## src/rtl/core/c3f_queue.sv

```systemverilog
// Short FIFO between the classifying front and the filtering back.
`default_nettype none
module c3f_queue #(
    parameter int WIDTH = 16,
    parameter int DEPTH = 4
) (
    input  wire logic             aclk,
    input  wire logic             aresetn,
    input  wire logic             push,
    input  wire logic [WIDTH-1:0] push_data,
    output logic                  full,
    input  wire logic             pop,
    output logic [WIDTH-1:0]      head_data,
    output logic                  empty
);
    localparam int PW = $clog2(DEPTH);

    logic [WIDTH-1:0] slot_reg [DEPTH];
    logic [PW-1:0]    wr_ptr_reg, rd_ptr_reg;
    logic [PW:0]      count_reg;

    assign full      = (count_reg == (PW+1)'(DEPTH));
    assign empty     = (count_reg == '0);
    assign head_data = slot_reg[rd_ptr_reg];

    // Advance pointers and occupancy
    always_ff @(posedge aclk) begin
        if (!aresetn) begin
            wr_ptr_reg <= '0;
            rd_ptr_reg <= '0;
            count_reg  <= '0;
        end else begin
            if (push) begin
                wr_ptr_reg <= (wr_ptr_reg == PW'(DEPTH-1)) ? '0 : wr_ptr_reg + 1'b1;
            end
            if (pop) begin
                rd_ptr_reg <= (rd_ptr_reg == PW'(DEPTH-1)) ? '0 : rd_ptr_reg + 1'b1;
            end
            if (push && !pop) begin
                count_reg <= count_reg + 1'b1;
            end else if (pop && !push) begin
                count_reg <= count_reg - 1'b1;
            end
        end
    end

    // Store entries
    always_ff @(posedge aclk) begin
        if (push) begin
            slot_reg[wr_ptr_reg] <= push_data;
        end
    end
endmodule
`default_nettype wire

```

## config.mk

```make
export PLATFORM = sky130hd
export DESIGN_NAME = c3f_queue
export DESIGN_NICKNAME = d
export VERILOG_FILES = /design/src/rtl/core/c3f_queue.sv
export SDC_FILE = /design/constraint.sdc
export NUM_CORES = 1
export LEC_CHECK = 0
export BUFFER_PORTS_ARGS = -buffer_cell sky130_fd_sc_hd__buf_4
export CORE_MARGIN = 3
export CORE_UTILIZATION = 50
export DETAILED_ROUTE_END_ITERATION = 8
export GPL_TIMING_DRIVEN = 0
export HOLD_SLACK_MARGIN = 0.12
export PLACE_DENSITY = 0.77
export SYNTH_ARGS = -nofsm -noshare
export SYNTH_HDL_FRONTEND = slang
export SYNTH_SLANG_ARGS = --single-unit
```

## constraint.sdc

```tcl
create_clock -name aclk -period 3.1 [get_ports aclk]
set_clock_uncertainty 0.05 [all_clocks]
set_input_delay 0 -clock aclk [delete_from_list [all_inputs] [get_ports aclk]]
set_output_delay 0 -clock aclk [all_outputs]
set_load 0.02 [all_outputs]
```

Yosys cells after proc, flatten, opt, wreduce, memory -nomap -nowiden --
Memory sizes are Yosys's and may differ from the RTL's. A register that Yosys moved wholly into a read port is not among the register bits. Cells that the tools add are included.
Storage, ports and cells: flip-flop bits (word level) 7, RAM bits 64, bits of input ports 20, output and inout port bits 18, memories kept 1
Memory list:
- slot_reg | words 4, bits a word 16, rd ports 1, clocked after memory_dff 1, wr ports 1, RTL line 18 | logic [WIDTH-1:0] slot_reg [DEPTH];
Cells by class: add/sub/neg operators 4, equal/unequal tests 3, muxes and demuxes 8, reductions and logical operators 6
Operators with widths (count):
- $mux W2 | 4
- $mux W3 | 2
- $add A2 B1 Y2 const B | 2
- $eq A2 B2 Y1 const B | 2
- $add A3 B1 Y3 const B | 1
- $eq A3 B3 Y1 const B | 1
- $logic_not A3 Y1 | 1
- $sub A3 B1 Y3 const B | 1
- $logic_and A1 B1 Y1 | 2
- $logic_not A1 Y1 | 2
- $mux W1 | 2
- $reduce_bool A2 Y1 | 1

Longest topological paths before layout --
Gate-level depths: netlist (run 1).
word-level depth 4, depth in mapped cells 7, gate-level depth less buffers 7

Worst setup path after synthesis (run 1) --
No wires, ideal clock.
path kind reg-to-reg, from register count_reg[0], to register count_reg[2], library setup time 76 ps, arrival 1334 ps, setup slack 1640 ps, cell stages (with the launch flop) 5, buffers on the path 0, clock period less this slack 1460 ps, path through dfxtp_1 -> fa_1 -> xor2_1 -> or3_1 -> a21boi_0
Between the ends: longest elaborated chain between the ends 3, elaborated cells on any way between the ends 4, classes of those cells add/sub: 2; mux: 2
RTL lines:
- start: declaration | RTL line 20 | logic [PW:0] count_reg;
- start signal: assignment | RTL line 40 | count_reg <= count_reg + 1'b1;
- start signal: assignment | RTL line 42 | count_reg <= count_reg - 1'b1;
- $sub A3 B1 Y3 | RTL line 42
- $mux W3 | RTL line 41 | end else if (pop && !push) begin
- $mux W3 * | RTL line 39 | if (push && !pop) begin
Mark *: on every way between the ends. The rest lies on a longest branch, timed or not. The select of a mux whose other input is x is not followed. A chain may end at the register's enable or synchronous reset.

Final worst setup path (run 1) --
from input pop, to register count_reg[2]
Between the ends: longest elaborated chain between the ends 3, elaborated cells on any way between the ends 5, classes of those cells mux: 1; reduce/logical: 4
RTL lines:
- start: declaration | RTL line 12 | input wire logic pop,
- $logic_not A1 Y1 | RTL line 39
- $logic_and A1 B1 Y1 | RTL line 39
- $mux W3 or $reduce_bool A2 Y1 (tied branches)
Several ways; a longest one is shown, not always the timed one.

==> results.sh, run 1 <==
export IMPL_ant_nets=0
export IMPL_drive_above_1_share_pct=33.0
export IMPL_hold_viol_final=0
export IMPL_finalSetupViolCount=0
export IMPL_cts_sink_count=73
export IMPL_power_density_mw_per_mm2=596
export IMPL_post_cts_buffers=0
export IMPL_die_x_um=80.9
export IMPL_slew_headroom_pct=41.6
export IMPL_num_rows=26
export IMPL_cpMostUsedCell="inv_1"
export IMPL_drt_first_pass_iters=4
export IMPL_drc=0
export IMPL_netlist_area_sq_mm=0.00280
export IMPL_path_max_fanout=3
export IMPL_cp_required_ns=3.31
export IMPL_boundaryPins=38
export IMPL_grt_pass1_wl_um=7290
export IMPL_die_area_sq_mm=0.00654
export IMPL_timing_max_cap_violations=0
export IMPL_wl_met3_um=220
export IMPL_root_buffer="clkbuf_8"
export IMPL_antennaDiodeCount=0
export IMPL_cts_tree="yes"
export IMPL_routed_wl_um=4720
export IMPL_crit_arrival_ns=2.03
export IMPL_wl_per_cell_um=17.5
export IMPL_antenna_found_initial=0
export IMPL_avgSynthCellArea_sq_um=21.9
export IMPL_cp_slowest_cell="dlygate4sd3_1"
export IMPL_areaGrowthSynthToFinish_pct=26.4
export IMPL_rsz0062_at_grt="no"
export IMPL_nNetsFinal=222
export IMPL_port_buffers=37
export IMPL_outcome="finished, final reports clean"
export IMPL_avgViaCountPerCell=5.20
export IMPL_highest_layer="met4"
export IMPL_grtUsageTotal_pct=15.9
export IMPL_end_kind="flop"
export IMPL_core_sq_mm=0.00527
export IMPL_fin_util_pct=67.3
export IMPL_drv_slew=0
export IMPL_synth_distinct_cells=22
export IMPL_cts_buffers=9
export IMPL_start_util_pct=53.2
export IMPL_dpl_hpwl_um=3010
export IMPL_ctsHoldBuffers=19
export IMPL_hold_slack_ns=0.350
export IMPL_cts_resized_gates=0
export IMPL_fin_crit_sh_pct=58.7
export IMPL_seq_area_frac_synth_pct=75.0
export IMPL_num_vias=1404
export IMPL_hold_start="push_data[2]"
export IMPL_finalWeightedCongestion=0.680
export IMPL_reg2reg_from="wr_ptr_reg[0]"
export IMPL_cp_cell_sequence="dlygate4sd3_1, buf_4, inv_1, ha_1, inv_1, fa_1, xor2_1, or3_1, a21boi_0"
export IMPL_ir_drop_mv=0.310
export IMPL_h_tree_depth=3
export IMPL_worstSetupPathType="input port to flop"
export IMPL_grt_max_degree=17
export IMPL_path_clk_slew_ns=0.07
export IMPL_clkLatencyLatePin_ns=0.33
export IMPL_max_freq_mhz=550
export IMPL_die_h_um=80.9
export IMPL_ys_seq_elements=73
export IMPL_drt_met1_wl_um=1920
export IMPL_gr_total_overflow=0
export IMPL_wl_met2_um=2470
export IMPL_clockBufferDepth=2
export IMPL_start_kind="input port"
export IMPL_startpoint="pop"
export IMPL_synthCells=128
export IMPL_min_path_type="input port to flop"
export IMPL_largest_reg_flops=64
export IMPL_min_period_ns=1.82
export IMPL_p_leak_nw=1.28
export IMPL_finalSetupTns_ns=0
export IMPL_drtIter0Drc=56
export IMPL_syn_nets=155
export IMPL_grt_pass1_vias=1460
export IMPL_worstMarginPinSlew_ns=0.875
export IMPL_ys_warn_count=0
export IMPL_critPathMaxStageDelay_ns=0.54
==> through the flow <==
step,instance area [sq um],cells,power (mW),setup WS (ns)
floorplan,2800,128,1.32,1.64
global placement,3170,235,1.42,1.44
detailed placement,3170,235,1.43,1.36
CTS,3540,270,2.13,1.28
global route,3540,270,2.19,1.18
finish,3540,270,2.11,1.28
==> cell families (layout without fill, tap and decap cells) <==
group / after synthesis / after routing / synth area share, %
muxes: 20 / 20 / 15.1
xor gates and xnor gates: 2 / 2 / 0.625
buffers and inverters: 8 / 80 / 2.01
and+or+nand+nor: 15 / 15 / 3.21
DFF: 73 / 73 / 75.0
adders and majority gates: 7 / 7 / 3.39
AOI/OAI and AO/OA: 3 / 3 / 0.714
==> worst max-delay path, delay by kind of cell <==
| family | cells | cell delay [ns] |
|---|---|---|
| buf+inv | 4 | 0.83 |
| fa+ha+maj | 2 | 0.56 |
| compound gates | 1 | 0.17 |
| simple gates | 1 | 0.30 |
| xor+xnor | 1 | 0.17 |
==> cells in the mapped netlist <==
cell / count / share of area [%]
mux4_1: 6 / 5.6
buf_6: 1 / 0.40
fa_1: 1 / 0.71
o21a_1: 1 / 0.27
xor2_1: 1 / 0.31
mux2i_1: 4 / 1.4
nor3_1: 2 / 0.36
edfxtp_1: 64 / 69
nor3b_1: 1 / 0.27
dfxtp_1: 9 / 6.4
nor2_1: 1 / 0.13
nor2b_1: 5 / 1.1
and2_1: 5 / 1.1
a21boi_0: 1 / 0.27
buf_12: 1 / 0.71
or3_1: 1 / 0.22
buf_2: 2 / 0.36
ha_1: 6 / 2.7
xnor2_1: 1 / 0.31
mux4_2: 10 / 8.0
o21ai_0: 1 / 0.18
inv_1: 4 / 0.54
==> area by class of cell <==
cell class                 instances  area (sq um)
inverter                           4          15.0
sequential                        73          2100
clock buffer                       9           124
multi-input combinational         47           646
timing repair buffer              56           468
tap                               70          87.6
buffer                             4          41.3
fill                             360          1730
clock inverter                     7          61.3
==> power breakdown <==
group	leakage, nW	switching (mW)	internal (mW)
sequential	0.662	0.0198	1.12
clock	0.0962	0.324	0.363
combinational	0.526	0.142	0.143
total	1.28	0.486	1.63
==> layout by cell type, fill, tap and decap left out, drive strengths merged <==
cell | synthesis | routed
nor2 | 1 | 1
ha | 6 | 6
buf | 4 | 41
fa | 1 | 1
nor3 | 2 | 2
clkinv | 0 | 5
clkinvlp | 0 | 1
inv | 4 | 4
bufinv | 0 | 1
xor2 | 1 | 1
mux4 | 16 | 16
clkbuf | 0 | 9
and2 | 5 | 5
nor3b | 1 | 1
o21a | 1 | 1
edfxtp | 64 | 64
nor2b | 5 | 5
or3 | 1 | 1
xnor2 | 1 | 1
o21ai | 1 | 1
mux2i | 4 | 4
a21boi | 1 | 1
dfxtp | 9 | 9
dlygate4sd3 | 0 | 19
==> metal layers <==
| layer | vias up | GRT usage, % |
|---|---|---|
| met1 | 704 | 19.4 |
| met4 | 0 | 9.12 |
| met5 | - | 0 |
| li1 | 650 | - |
| met3 | 8 | 3.66 |
| met2 | 42 | 26.0 |
==> worst paths after layout <==
kind	cells past startpoint	slack (ns)	to
max	9	1.28	count_reg[2]
min	2	0.35	slot_reg[3][2]
max reg2reg	2	1.36	slot_reg[3][4]
min reg2reg	2	0.50	count_reg[2]
(Power assumes the default switching activity.)
==> run 2: changes to the inputs <==
==> constraint.sdc (replaced) <==
create_clock -name aclk -period 1.8 [get_ports aclk]
set_clock_uncertainty 0.05 [all_clocks]
set_input_delay 0 -clock aclk [delete_from_list [all_inputs] [get_ports aclk]]
set_output_delay 0 -clock aclk [all_outputs]
set_load 0.02 [all_outputs]
==> results.sh, run 2 (synthesized netlist as in run 1, its figures left out) <==
export IMPL_antennaDiodeCount=0
export IMPL_gr_total_overflow=0
export IMPL_layout_setup_ws_ns=0.0734
export IMPL_cts_tree="yes"
export IMPL_drv_slew=0
export IMPL_totalPowerFinal_mw=3.64
export IMPL_path_max_fanout=10
export IMPL_mostFrequentLayoutCells="64 x edfxtp_1, 37 x buf_4, 20 x dlygate4sd3_1, 10 x mux4_2"
export IMPL_drive_above_1_share_pct=34.3
export IMPL_r2r_end="slot_reg[1][14]"
export IMPL_reg2reg_from="wr_ptr_reg[0]"
export IMPL_mostFrequentLayoutCell="edfxtp_1"
export IMPL_start_util_pct=53.2
export IMPL_die_x_um=80.9
export IMPL_rsz0062_at_grt="no"
export IMPL_hold_start="pop"
export IMPL_path_clk_slew_ns=0.07
export IMPL_final_cells=271
export IMPL_nNetsFinal=223
export IMPL_num_vias=1428
export IMPL_end_kind="output port"
export IMPL_critPathMaxStageDelay_ns=0.52
export IMPL_fin_crit_sh_pct=95.9
export IMPL_finalSetupViolCount=0
export IMPL_avgViaCountPerCell=5.27
export IMPL_ir_drop_mv=0.486
export IMPL_finalWeightedCongestion=0.680
export IMPL_cp_required_ns=1.75
export IMPL_cts_buffers=9
export IMPL_grt_max_degree=17
export IMPL_drc=0
export IMPL_boundaryPins=38
export IMPL_worstSetupPathType="flop to output port"
export IMPL_h_tree_depth=3
export IMPL_cp_depth=4
export IMPL_finalSetupTns_ns=0
export IMPL_drtIter0Drc=52
export IMPL_root_buffer="clkbuf_8"
export IMPL_dp_cells=235
export IMPL_max_freq_mhz=579
export IMPL_placed_area_sq_mm=0.00317
export IMPL_r2r_setup_slack_ns=0.13
export IMPL_dpl_hpwl_um=3010
export IMPL_outcome="finished, final reports clean"
export IMPL_fin_util_pct=67.6
export IMPL_areaGrowthSynthToFinish_pct=27.0
export IMPL_p_leak_nw=1.29
export IMPL_crit_arrival_ns=1.68
export IMPL_holdPathStages=5
export IMPL_power_density_mw_per_mm2=1020
export IMPL_cp_slowest_cell="mux4_2"
export IMPL_core_sq_mm=0.00527
export IMPL_die_area_sq_mm=0.00654
export IMPL_place_ws_ns=0.0571
export IMPL_ant_nets=0
export IMPL_clkLatencyLatePin_ns=0.33
export IMPL_final_area_sq_mm=0.00356
export IMPL_drt_first_pass_iters=4
export IMPL_routed_wl_um=4800
export IMPL_cp_cell_sequence="buf_6, buf_12, mux4_2, buf_4"
export IMPL_grt_pass1_vias=1488
export IMPL_timing_max_cap_violations=0
export IMPL_worstMarginPinSlew_ns=0.848
export IMPL_largest_reg_flops=64
export IMPL_grt_pass1_wl_um=7400
export IMPL_min_path_type="input port to flop"
export IMPL_hold_end="count_reg[2]"
export IMPL_slew_headroom_pct=43.4
export IMPL_num_rows=26
export IMPL_port_buffers=37
export IMPL_hold_viol_final=0
export IMPL_cpLargestDelayFamily="multiplexers"
export IMPL_die_h_um=80.9
export IMPL_cp_num_buf_inv=3
export IMPL_antenna_found_initial=0
export IMPL_r2r_cells=2
export IMPL_fillers=362
export IMPL_hold_slack_ns=0.267
export IMPL_grtUsageTotal_pct=16.1
export IMPL_start_kind="flop"
export IMPL_min_period_ns=1.73
export IMPL_cts_sink_count=73
export IMPL_wl_per_cell_um=17.7
export IMPL_clockBufferDepth=2
==> run 2: cell types whose count changed in the layout (fill, tap and decap cells not counted) <==
| cell | delta |
|---|---|
| a21boi_0 | -1 |
| and2_1 | -3 |
| dlygate4sd3_1 | +1 |
| clkbuf_4 | +1 |
| a21boi_1 | +1 |
| and2_2 | +3 |
| buf_2 | -1 |
==> run 2: power by group <==
part	internal (mW)	switching, mW	total, mW
registers	1.93	0.0350	1.97
clock network	0.625	0.557	1.18
logic	0.250	0.246	0.496
total	2.81	0.838	3.64
==> run 2: timing repair <==
action / CTS / global route
endpoints found under the setup margin: 0 / 57
setup buffers: 0 / 0
hold buffers: 20 / 0
endpoints found under the hold margin: 73 / 0
resized for setup: 0 / 5
==> run 2: layout make-up <==
cell class	instances	area, sq um	share of cell area (%)
sequential	73	2100	59.0
multi-input combinational	47	649	18.2
timing repair buffer	57	478	13.4
clock buffer	9	124	3.48
tap	70	87.6	2.46
clock inverter	7	61.3	1.72
buffer	4	43.8	1.23
inverter	4	15.0	0.422
==> run 2: how the worst max path moves through the flow <==
stage,start,endpoint
6_report,flop,head_data[5]
5_1_grt,flop,head_data[5]
4_1_cts,flop,head_data[5]
3_5_place_dp,wr_ptr_reg[0],slot_reg[3][1]
3_3_place_gp,wr_ptr_reg[0],slot_reg[3][1]
2_1_floorplan,count_reg[0],count_reg[2]
==> run 2: worst reg2reg max path: cells and delay by family, from the launching register on <==
kind	cells	cell delay, ns
simple gates	1	0.68
flops	1	0.40
fa+ha+maj	1	0.17
==> run 2: routing by layer <==
layer  GRT usage, %  part of all wire, %
met1           19.6                   41
met2           26.5                   53
met3           3.66                  4.4
met4           9.12                  2.2
met5              0                    0
